===== src/hw/rtl/plm_pkg.sv =====
// shared constants and types for the slope limiter
package plm_pkg;

  localparam int DataWidth  = 32;
  localparam int FracBits   = 16;
  localparam int ThetaWidth = 18;
  localparam int ThetaFrac  = 16;
  // value difference and face spacing widths
  localparam int DvWidth    = DataWidth + 1;
  localparam int DxWidth    = DataWidth + 3;
  // numerator of the long division: 2*|dv| shifted by the fraction bits
  localparam int NumWidth   = DvWidth + 1 + FracBits;
  localparam int CntWidth   = $clog2(NumWidth + 1);
  localparam int ProdWidth  = DataWidth + ThetaWidth;

  localparam logic [0:0] RegReconMode   = 1'b0;
  localparam logic [0:0] RegLimiterTheta = 1'b1;

  typedef enum logic [1:0] {
    JOB_SL = 2'd0,
    JOB_SC = 2'd1,
    JOB_SR = 2'd2
  } job_t;

  typedef struct packed {
    logic                 done;
    logic                 bad;
    logic [DataWidth-1:0] quo;
  } div_rsp_t;

endpackage


===== src/hw/rtl/plm_if.sv =====
// valid/ready channels for cell items and slope results
interface plm_in_if;
  logic                          valid;
  logic                          ready;
  logic [plm_pkg::DataWidth-1:0] cell_value;
  logic [plm_pkg::DataWidth-1:0] left_face;
  logic [plm_pkg::DataWidth-1:0] right_face;
  logic                          first_cell;
  logic                          final_cell;
  modport source (output valid, cell_value, left_face, right_face, first_cell, final_cell,
                  input ready);
  modport sink (input valid, cell_value, left_face, right_face, first_cell, final_cell,
                output ready);
endinterface

interface plm_out_if;
  logic                          valid;
  logic                          ready;
  logic [plm_pkg::DataWidth-1:0] slope;
  logic                          is_grid_end;
  logic                          run_last;
  logic                          bad_spacing;
  modport source (output valid, slope, is_grid_end, run_last, bad_spacing, input ready);
  modport sink (input valid, slope, is_grid_end, run_last, bad_spacing, output ready);
endinterface


===== src/hw/rtl/plm_divider.sv =====
// bit-serial divider giving a saturated 2*dv/dx in fixed point
module plm_divider (
  input  logic                                clk,
  input  logic                                rst_n,
  input  logic                                start,
  input  logic signed [plm_pkg::DvWidth-1:0]  dv,
  input  logic signed [plm_pkg::DxWidth-1:0]  dx,
  output plm_pkg::div_rsp_t                   rsp
);

  localparam int DW = plm_pkg::DataWidth;
  localparam int NW = plm_pkg::NumWidth;
  localparam int XW = plm_pkg::DxWidth;
  localparam logic [NW-1:0] LimPos = NW'((64'd1 << (DW - 1)) - 64'd1);
  localparam logic [NW-1:0] LimNeg = NW'(64'd1 << (DW - 1));

  logic                        busy_r;
  logic [plm_pkg::CntWidth-1:0] cnt_r;
  logic [NW-1:0]               num_r;
  logic [XW-1:0]               rem_r;
  logic [XW-1:0]               den_r;
  logic                        neg_r;
  logic                        done_r;
  logic                        bad_r;
  logic [DW-1:0]               quo_r;

  logic [plm_pkg::DvWidth-1:0] dv_mag;
  logic [XW-1:0]               dx_mag;
  logic [XW:0]                 rem_try;
  logic                        ge;
  logic [NW-1:0]               lim;
  logic [DW-1:0]               m;

  // operand magnitudes
  assign dv_mag = dv[plm_pkg::DvWidth-1] ? plm_pkg::DvWidth'(-dv) : dv;
  assign dx_mag = dx[XW-1] ? XW'(-dx) : dx;

  // one restoring step per cycle
  assign rem_try = {rem_r, num_r[NW-1]};
  assign ge      = rem_try >= {1'b0, den_r};

  // saturation of the final quotient
  assign lim = neg_r ? LimNeg : LimPos;
  assign m   = (num_r > lim) ? DW'(lim) : DW'(num_r);

  always_ff @(posedge clk) begin
    if (!rst_n) begin
      busy_r <= 1'b0;
      done_r <= 1'b0;
      cnt_r  <= '0;
    end else begin
      done_r <= 1'b0;
      if (start) begin
        if (dx == '0) begin
          done_r <= 1'b1;
          bad_r  <= 1'b1;
          quo_r  <= '0;
        end else begin
          busy_r <= 1'b1;
          cnt_r  <= plm_pkg::CntWidth'(NW);
          num_r  <= {dv_mag, 1'b0, {plm_pkg::FracBits{1'b0}}};
          rem_r  <= '0;
          den_r  <= dx_mag;
          neg_r  <= dv[plm_pkg::DvWidth-1] ^ dx[XW-1];
        end
      end else if (busy_r) begin
        if (cnt_r != '0) begin
          rem_r <= ge ? XW'(rem_try - {1'b0, den_r}) : XW'(rem_try);
          num_r <= {num_r[NW-2:0], ge};
          cnt_r <= cnt_r - 1'b1;
        end else begin
          busy_r <= 1'b0;
          done_r <= 1'b1;
          bad_r  <= 1'b0;
          quo_r  <= neg_r ? DW'(-m) : m;
        end
      end
    end
  end

  assign rsp.done = done_r;
  assign rsp.bad  = bad_r;
  assign rsp.quo  = quo_r;

endmodule


===== src/hw/rtl/plm_slope_limiter.sv =====
// top level: sequencer around a shared divider and multiplier for limited slopes
// Usage: cells of one grid stream enter on in_item, one per handshake, with their
// value and faces; first_cell starts a stream and final_cell ends it. Slopes leave
// on out_item one cell late; the final cell yields two results (the slope of the
// cell before and its own one-sided slope). A cell marked first and final gives a
// single zero slope. run_last flags the last result of an accepted item.
// Timing: an item that only opens a stream returns the sequencer straight to idle; an
// item whose slope needs a single division runs it alone, and an interior cell runs three
// spacing divisions one after another on the bit-serial divider (each: load, 50 quotient
// bits, finish and hand-off) followed by two theta products on the shared multiplier,
// the minmod selection and the result state; a final cell adds a second result state.
// in_item.ready is high only while the sequencer waits for a new item. Results sit in an
// output register; a stalled receiver holds it, and the block keeps accepting the next
// item, stopping only when a new result needs the register.
// Configuration: cfg_we writes recon_mode (index 0) or limiter_theta (index 1);
// write only while idle. Reset: synchronous active-low rst_n empties the grid
// window, drops any pending result and restores recon_mode 1 and theta 1.0.
module plm_slope_limiter (
  input  logic                               clk,
  input  logic                               rst_n,
  plm_in_if.sink                             in_item,
  plm_out_if.source                          out_item,
  input  logic                               cfg_we,
  input  logic [0:0]                         cfg_index,
  input  logic [plm_pkg::ThetaWidth-1:0]     cfg_wdata
);

  localparam int DW = plm_pkg::DataWidth;
  localparam int PW = plm_pkg::ProdWidth;
  localparam int SW = PW - plm_pkg::ThetaFrac;

  typedef enum logic [8:0] {
    S_IDLE  = 9'b000000001,
    S_START = 9'b000000010,
    S_WAIT  = 9'b000000100,
    S_MULL  = 9'b000001000,
    S_SATL  = 9'b000010000,
    S_MULR  = 9'b000100000,
    S_SATR  = 9'b001000000,
    S_EMIT1 = 9'b010000000,
    S_EMIT2 = 9'b100000000
  } state_t;

  state_t state_r, state_nxt;

  logic                           mode_r;
  logic [plm_pkg::ThetaWidth-1:0] theta_r;
  logic [1:0]                     seen_r;
  logic signed [DW-1:0]           p0_r, p1_r, f0_r, f1_r, f2_r, v_r, rf_r;
  logic                           fin_r;
  plm_pkg::job_t                  job_r;
  logic signed [DW-1:0]           sl_r, sc_r, sr_r, tl_r, res_r;
  logic                           bad_any_r, bad_sr_r, res_bad_r;
  logic [PW-1:0]                  prod_r;
  logic                           pneg_r;

  logic                           out_vld_r;
  logic [DW-1:0]                  out_slope_r;
  logic                           out_end_r, out_last_r, out_bad_r;

  logic                           div_start;
  logic signed [plm_pkg::DvWidth-1:0] div_dv;
  logic signed [plm_pkg::DxWidth-1:0] div_dx;
  plm_pkg::div_rsp_t              div_rsp;
  logic                           slot_free;
  logic                           in_acc;
  logic signed [DW-1:0]           mul_src;
  logic [DW-1:0]                  mul_mag;
  logic [SW-1:0]                  scaled;
  logic [SW-1:0]                  sat_lim;
  logic signed [DW-1:0]           sat_val;

  // minmod of three with tie rules of the limiter
  function automatic logic signed [DW-1:0] minmod3(input logic signed [DW-1:0] a,
                                                   input logic signed [DW-1:0] b,
                                                   input logic signed [DW-1:0] c);
    logic signed [DW-1:0] mm;
    logic [DW-1:0]        ma, mb, mc, mmm;
    ma = a[DW-1] ? DW'(-a) : a;
    mb = b[DW-1] ? DW'(-b) : b;
    mc = c[DW-1] ? DW'(-c) : c;
    if ((a < 0 && b > 0) || (a > 0 && b < 0)) mm = '0;
    else if (ma < mb) mm = a;
    else mm = b;
    mmm = mm[DW-1] ? DW'(-mm) : mm;
    if ((mm < 0 && c > 0) || (mm > 0 && c < 0)) mm = '0;
    else if (mc < mmm) mm = c;
    return mm;
  endfunction

  assign in_acc    = in_item.valid && in_item.ready;
  assign slot_free = !out_vld_r || out_item.ready;
  assign in_item.ready = (state_r == S_IDLE);

  // divider operands per job
  always_comb begin
    div_dv = plm_pkg::DvWidth'(v_r) - plm_pkg::DvWidth'(p1_r);
    div_dx = plm_pkg::DxWidth'(rf_r) - plm_pkg::DxWidth'(f1_r);
    case (job_r)
      plm_pkg::JOB_SL: begin
        div_dv = plm_pkg::DvWidth'(p1_r) - plm_pkg::DvWidth'(p0_r);
        div_dx = plm_pkg::DxWidth'(f2_r) - plm_pkg::DxWidth'(f0_r);
      end
      plm_pkg::JOB_SC: begin
        div_dv = plm_pkg::DvWidth'(v_r) - plm_pkg::DvWidth'(p0_r);
        div_dx = plm_pkg::DxWidth'(rf_r) + plm_pkg::DxWidth'(f2_r)
               - plm_pkg::DxWidth'(f1_r) - plm_pkg::DxWidth'(f0_r);
      end
      default: ;
    endcase
  end

  assign div_start = (state_r == S_START);

  plm_divider u_div (
    .clk   (clk),
    .rst_n (rst_n),
    .start (div_start),
    .dv    (div_dv),
    .dx    (div_dx),
    .rsp   (div_rsp)
  );

  // shared theta multiplier input and saturation of its product
  assign mul_src = (state_r == S_MULL) ? sl_r : sr_r;
  assign mul_mag = mul_src[DW-1] ? DW'(-mul_src) : mul_src;
  assign scaled  = prod_r[PW-1:plm_pkg::ThetaFrac];
  assign sat_lim = pneg_r ? SW'(64'd1 << (DW - 1)) : SW'((64'd1 << (DW - 1)) - 64'd1);
  always_comb begin
    sat_val = (scaled > sat_lim) ? DW'(sat_lim) : DW'(scaled);
    if (pneg_r) sat_val = DW'(-sat_val);
  end

  // sequencer next state
  always_comb begin
    state_nxt = state_r;
    unique case (state_r)
      S_IDLE: begin
        if (in_acc) begin
          if (in_item.first_cell || seen_r == 2'd0)
            state_nxt = in_item.final_cell ? S_EMIT2 : S_IDLE;
          else state_nxt = S_START;
        end
      end
      S_START: state_nxt = S_WAIT;
      S_WAIT: begin
        if (div_rsp.done) begin
          if (job_r != plm_pkg::JOB_SR) state_nxt = S_START;
          else if (seen_r == 2'd2) state_nxt = S_MULL;
          else state_nxt = S_EMIT1;
        end
      end
      S_MULL:  state_nxt = S_SATL;
      S_SATL:  state_nxt = S_MULR;
      S_MULR:  state_nxt = S_SATR;
      S_SATR:  state_nxt = S_EMIT1;
      S_EMIT1: if (slot_free) state_nxt = fin_r ? S_EMIT2 : S_IDLE;
      S_EMIT2: if (slot_free) state_nxt = S_IDLE;
      default: state_nxt = S_IDLE;
    endcase
  end

  // control registers
  always_ff @(posedge clk) begin
    if (!rst_n) begin
      state_r   <= S_IDLE;
      seen_r    <= 2'd0;
      mode_r    <= 1'b1;
      theta_r   <= plm_pkg::ThetaWidth'(1 << plm_pkg::ThetaFrac);
      out_vld_r <= 1'b0;
    end else begin
      state_r <= state_nxt;
      if (cfg_we) begin
        unique case (cfg_index)
          plm_pkg::RegReconMode:    mode_r  <= cfg_wdata[0];
          plm_pkg::RegLimiterTheta: theta_r <= cfg_wdata;
          default: ;
        endcase
      end
      if ((state_r == S_EMIT1 || state_r == S_EMIT2) && slot_free) out_vld_r <= 1'b1;
      else if (out_item.ready) out_vld_r <= 1'b0;
      if (state_r == S_IDLE && in_acc) begin
        if (in_item.first_cell || seen_r == 2'd0)
          seen_r <= in_item.final_cell ? 2'd0 : 2'd1;
      end
      if (state_r == S_EMIT1 && slot_free && !fin_r) seen_r <= 2'd2;
      if (state_r == S_EMIT2 && slot_free) seen_r <= 2'd0;
    end
  end

  // datapath registers
  always_ff @(posedge clk) begin
    unique case (state_r)
      S_IDLE: begin
        if (in_acc) begin
          v_r       <= in_item.cell_value;
          rf_r      <= in_item.right_face;
          fin_r     <= in_item.final_cell;
          bad_any_r <= 1'b0;
          if (in_item.first_cell || seen_r == 2'd0) begin
            p1_r     <= in_item.cell_value;
            f1_r     <= in_item.left_face;
            f2_r     <= in_item.right_face;
            sr_r     <= '0;
            bad_sr_r <= 1'b0;
          end else begin
            job_r <= (seen_r == 2'd2) ? plm_pkg::JOB_SL : plm_pkg::JOB_SR;
          end
        end
      end
      S_WAIT: begin
        if (div_rsp.done) begin
          bad_any_r <= bad_any_r | div_rsp.bad;
          case (job_r)
            plm_pkg::JOB_SL: begin
              sl_r  <= div_rsp.quo;
              job_r <= plm_pkg::JOB_SC;
            end
            plm_pkg::JOB_SC: begin
              sc_r  <= div_rsp.quo;
              job_r <= plm_pkg::JOB_SR;
            end
            default: begin
              sr_r      <= div_rsp.quo;
              bad_sr_r  <= div_rsp.bad;
              res_r     <= div_rsp.quo;
              res_bad_r <= div_rsp.bad;
            end
          endcase
        end
      end
      S_MULL, S_MULR: begin
        prod_r <= PW'(mul_mag * theta_r);
        pneg_r <= mul_src[DW-1];
      end
      S_SATL: tl_r <= sat_val;
      S_SATR: begin
        res_r     <= bad_any_r ? '0 : minmod3(tl_r, sc_r, sat_val);
        res_bad_r <= bad_any_r;
      end
      S_EMIT1: begin
        if (slot_free) begin
          out_slope_r <= mode_r ? res_r : '0;
          out_bad_r   <= mode_r & res_bad_r;
          out_end_r   <= 1'b0;
          out_last_r  <= !fin_r;
          if (!fin_r) begin
            p0_r <= p1_r;
            p1_r <= v_r;
            f0_r <= f1_r;
            f1_r <= f2_r;
            f2_r <= rf_r;
          end
        end
      end
      S_EMIT2: begin
        if (slot_free) begin
          out_slope_r <= mode_r ? sr_r : '0;
          out_bad_r   <= mode_r & bad_sr_r;
          out_end_r   <= 1'b1;
          out_last_r  <= 1'b1;
        end
      end
      default: ;
    endcase
  end

  assign out_item.valid       = out_vld_r;
  assign out_item.slope       = out_slope_r;
  assign out_item.is_grid_end = out_end_r;
  assign out_item.run_last    = out_last_r;
  assign out_item.bad_spacing = out_bad_r;

endmodule


===== src/flat_wrapper.sv =====
// flat-port wrapper written by rule: the top's interface ports become plain ports
module plm_slope_limiter_flat 
  (clk, rst_n, cfg_we, cfg_index, cfg_wdata, in_item_valid, in_item_cell_value, in_item_left_face, in_item_right_face, in_item_first_cell, in_item_final_cell, in_item_ready, out_item_valid, out_item_slope, out_item_is_grid_end, out_item_run_last, out_item_bad_spacing, out_item_ready);
  plm_in_if in_item_i ();
  plm_out_if out_item_i ();
  input  logic clk;
  input  logic rst_n;
  input  logic cfg_we;
  input  logic [0:0] cfg_index;
  input  logic [plm_pkg::ThetaWidth-1:0] cfg_wdata;
  input wire logic [$bits(in_item_i.valid)-1:0] in_item_valid;
  input wire logic [$bits(in_item_i.cell_value)-1:0] in_item_cell_value;
  input wire logic [$bits(in_item_i.left_face)-1:0] in_item_left_face;
  input wire logic [$bits(in_item_i.right_face)-1:0] in_item_right_face;
  input wire logic [$bits(in_item_i.first_cell)-1:0] in_item_first_cell;
  input wire logic [$bits(in_item_i.final_cell)-1:0] in_item_final_cell;
  output wire logic [$bits(in_item_i.ready)-1:0] in_item_ready;
  output wire logic [$bits(out_item_i.valid)-1:0] out_item_valid;
  output wire logic [$bits(out_item_i.slope)-1:0] out_item_slope;
  output wire logic [$bits(out_item_i.is_grid_end)-1:0] out_item_is_grid_end;
  output wire logic [$bits(out_item_i.run_last)-1:0] out_item_run_last;
  output wire logic [$bits(out_item_i.bad_spacing)-1:0] out_item_bad_spacing;
  input wire logic [$bits(out_item_i.ready)-1:0] out_item_ready;
  assign in_item_i.valid = in_item_valid;
  assign in_item_i.cell_value = in_item_cell_value;
  assign in_item_i.left_face = in_item_left_face;
  assign in_item_i.right_face = in_item_right_face;
  assign in_item_i.first_cell = in_item_first_cell;
  assign in_item_i.final_cell = in_item_final_cell;
  assign in_item_ready = in_item_i.ready;
  assign out_item_valid = out_item_i.valid;
  assign out_item_slope = out_item_i.slope;
  assign out_item_is_grid_end = out_item_i.is_grid_end;
  assign out_item_run_last = out_item_i.run_last;
  assign out_item_bad_spacing = out_item_i.bad_spacing;
  assign out_item_i.ready = out_item_ready;
  plm_slope_limiter u_core (.clk(clk), .rst_n(rst_n), .in_item(in_item_i), .out_item(out_item_i), .cfg_we(cfg_we), .cfg_index(cfg_index), .cfg_wdata(cfg_wdata));
endmodule

===== config.mk =====
export PLATFORM = sky130hd
export DESIGN_NAME = plm_slope_limiter_flat
export DESIGN_NICKNAME = d
export VERILOG_FILES = /design/src/hw/rtl/plm_pkg.sv /design/src/hw/rtl/plm_if.sv /design/src/hw/rtl/plm_divider.sv /design/src/hw/rtl/plm_slope_limiter.sv /design/src/flat_wrapper.sv
export SDC_FILE = /design/constraint.sdc
export NUM_CORES = 2
export LEC_CHECK = 0
export BUFFER_PORTS_ARGS = -buffer_cell sky130_fd_sc_hd__buf_2
export CAP_MARGIN = 20
export CORE_UTILIZATION = 23
export CTS_BUF_LIST = sky130_fd_sc_hd__clkbuf_4 sky130_fd_sc_hd__clkbuf_8 sky130_fd_sc_hd__clkbuf_16
export CTS_CLUSTER_DIAMETER = 120
export DETAILED_ROUTE_END_ITERATION = 10
export SLEW_MARGIN = 20
export SYNTH_ARGS = -nofsm -noshare
export SYNTH_HDL_FRONTEND = slang
export SYNTH_SLANG_ARGS = --single-unit

===== constraint.sdc =====
create_clock -name clk -period 11.5 [get_ports clk]
set_input_delay 1.725 -clock clk [delete_from_list [all_inputs] [get_ports clk]]
set_output_delay 1.725 -clock clk [all_outputs]
set_load 0.05 [all_outputs]

==> out/summary.txt <==
Run status: completed
Buffers on Ports: 158
Synth area leader: edfxtp_1
Fmax: 94.6 MHz
Post-CTS Hold Fix Bufs: 0
H-tree Lvls: 3
Clock slew at reported path FFs: 0.06 ns
Setup-failing EPs final: 0
Req. time, crit path: 11.93 ns
Worst-Margin Slew: 1.19 ns
Initial antenna violation count: 20
Post-synthesis mux area share: 2.35%
GRT overflow: 0
Compound-Gate Fraction of Synth Area: 15.1%
Hold WS: 0.438 ns
Largest net degree at the start of global routing: 146
Total GRT Usage: 13.0%
Ys async rst share: 0%
Final Cycle Share: 91.9%
Endpoint arrival time on the critical path: 11.00 ns
Drt first pass iters: 6
CP peak stage delay: 0.86 ns
DR DRC count: 0
Main area contributors after synthesis: edfxtp_1 (28%), fa_1 (15%), ha_1 (9.2%), nand2_1 (6.1%), inv_1 (5.0%)
Min-delay src: u_core.p1_r[0]
Slowest CP cell: or4b_2
Fillcell total: 31000
RSZ-0062 raised after global routing: false
Setup TNS: 0 ns
Largest family of logic cells by synthesized area: adder cells
Final Wtd Congestion: 0.887
Min Tclk post-route: 10.57 ns
Number of cells on the worst reg-to-reg path: 37
Setup Crit Path Kind: reg2reg
Share of the synthesized area in the top cell type: 27.6%
Post-route ant nets: 0
Peak supply drop: 0.176 mV
Crit-path max FO: 18
Worst-case clock buffer depth: 3
Synth Warn #: 0
Core Area: 288000 sq um
Avg WL per Cell: 17.1 um
Leak Pwr: 31.7 nW
Critical path startpoint category: flip-flop
Pre-CTS WS: 0.993 ns
Worst Hold Class: reg2reg
Die height: 541 um
Met1 Use GR: 18.2%
Worst reg2reg endpoint: u_core.prod_r[49]
Max Cap Viol: 0
FP Rows: 197
Share of post-route cells with drive strength above 1: 7.52%
Syn Area/Cell: 9.08 sq um
Post-Synth XOR/XNOR Area: 5.08%
Final Max Slew Viols: 0
Synthesized Nets: 8485
Post-CTS Setup Repair Bufs: 0
Worst rel slew slack: 20.0%
Met3 Use GR: 1.52%
Io pins: 159
CTS-repair resized insts: 0
Main flop type after synthesis: edfxtp_1
Clk sink count: 653
Post-synth EDFFs: 614
Initial Util: 23.2%
Post-Syn Instances: 7358
Vias per cell: 4.68
R2R setup slack: 0.93 ns
Cell chosen for the clock root: clkbuf_16
Cell Area, Placed: 72300 sq um
Clk_skew: 0.0550 ns
GR peak layer: met2
Via count: 52800
P&R area growth vs syn: 12.1%
First-pass GRT wire length: 303000 um
Nets: 8558
Vias in the first global route: 51400
TritonCTS buffer count: 76
R2r startpoint: u_core.state_r[0]
Post-detail-place hpwl: 149000 um
Worst Hold Path EP: u_core.p0_r[0]
TritonCTS clock tree: built
Total power: 13.1 mW
Synth Area in Simple Gates: 17.3%
Final Hold Viols: 0
DR iter-0 viols: 4071
Cell Pwr Density: 175 nW/um^2
Die W: 541 um
M2 GR Usage: 21.5%
Most frequent cell on the critical path: fa_1
Post-Syn Area: 66800 sq um
Synth Area in Adders: 24.6%
Seq/Total Area, Yosys: 28.8%
Synthesized flop and latch total: 653
Latest clock arrival within the worst-skew pair: 0.72 ns
Die area: 293000 sq um
Design area: 74900 sq um
Worst setup margin: 0.930 ns
Total routed wirelength: 193000 um
Post-synthesis cell type count: 105
Hold depth: 0
Worst setup EP type: flip-flop
## power by group
part | leakage, nW | switching, mW | internal (mW) | total, mW
logic | 24.5 | 4.59 | 2.97 | 7.57
clock network | 1.23 | 1.12 | 1.38 | 2.50
registers | 5.95 | 0.120 | 2.93 | 3.05
## metal layers
metal,share of wire (%),routed length [um],vias to the layer above
li1,-,-,25400
met1,47,90300,25700
met2,46,89200,1444
met3,5.2,10100,222
met4,1.8,3400,8
met5,0.026,51,-
## metrics by stage
| step | std cells | util (%) |
|---|---|---|
| 4_1_cts | 11300 | 26.0 |
| 3_5_place_dp | 11100 | 25.1 |
| 3_3_place_gp | 11100 | 25.1 |
| 6_report | 11300 | 26.0 |
| 5_1_grt | 11300 | 26.0 |
| 2_1_floorplan | 7358 | - |
## critical path, delay by kind of cell, from the launching register on
kind	cells	cell delay (ns)
AOI/OAI and AO/OA	17	3.48
xor gates and xnor gates	2	0.24
and+or+nand+nor	6	2.15
DFF	1	0.35
buffers and inverters	5	0.61
adders and majority gates	7	3.44
## synth_stat cells, types with 30 or more instances
master	number
inv_1	898
o31ai_1	42
nand2_1	1079
a21o_1	155
xnor2_1	231
nor2_1	323
and3_1	36
xor2_1	156
mux2i_1	141
and2_1	258
nand3_1	99
o21ai_0	369
or3_1	67
o21ai_2	30
o211ai_1	36
clkbuf_1	262
a211oi_1	49
a21boi_0	71
a31oi_1	67
fa_1	516
dfxtp_1	39
nor4_1	40
ha_1	489
nand4_1	54
a21oi_1	390
nor3_1	172
o21a_1	75
nor2b_1	63
nand2b_1	67
edfxtp_1	614
## worst max path at each step
stage / end / cells after the start / slack [ns] / startpoint
global route: u_core.prod_r[49] / 36 / 0.16 / u_core.state_r[0]
floorplan: u_core.prod_r[49] / 40 / 1.58 / u_core.state_r[0]
finish: u_core.prod_r[49] / 37 / 0.93 / u_core.state_r[0]
CTS: u_core.prod_r[49] / 37 / 0.93 / u_core.state_r[0]
detailed placement: u_core.prod_r[49] / 37 / 0.99 / u_core.state_r[0]
global placement: u_core.prod_r[49] / 34 / 1.06 / u_core.state_r[0]
## layout by cell type, fill, tap and decap left out, types with 23 or more instances in the layout
cell type	instances
nand4_1	54
nor2b_1	63
clkbuf_16	76
and3_1	36
ha_1	489
xnor2_1	231
nor2_1	318
a211oi_1	49
xor2_1	156
o21bai_1	24
dfxtp_1	39
nand2b_1	66
a21oi_1	388
edfxtp_1	614
buf_4	129
nor4_1	40
and2_1	257
fa_1	516
mux2i_1	139
o41ai_1	23
o31ai_1	41
o21ai_0	363
a21boi_0	69
a31oi_1	67
inv_1	898
o21a_1	75
nand3_1	99
a21o_1	155
o21ai_2	32
or2_2	28
o211ai_1	36
buf_2	158
nand2_1	1076
nor3_1	168
or3_1	66
## cell families (layout without fill, tap and decap cells)
logic type / Yosys count / after routing
AO/OA/AOI/OAI: 1560 / 1560
XOR/XNOR: 387 / 387
adder cells (fa/ha/maj): 1005 / 1005
buffers and inverters: 1196 / 1329
flip-flops: 653 / 653
multiplexers: 155 / 155
other: 0 / 1
AND/OR/NAND/NOR: 2402 / 2402
## registers in the layout, indices dropped and copies added, names as in the netlist, 34 cells and up
register            flops
u_core.u_div.num_r     50
u_core.prod_r          34
u_core.u_div.rem_r     35
u_core.u_div.den_r     35
## final cells by class
cell class	instances	area [sq um]	area share [%]
Timing Repair Buffer	289	1800	2.40
Sequential cell	653	19200	25.7
Inverter	902	3390	4.52
Antenna cell	1	2.50	0.00334
Clock inverter	49	517	0.690
Multi-Input combinational cell	5509	43200	57.7
Clock buffer	89	2000	2.67
Tap cell	3781	4730	6.32
Power figures use the tool's default switching activity.
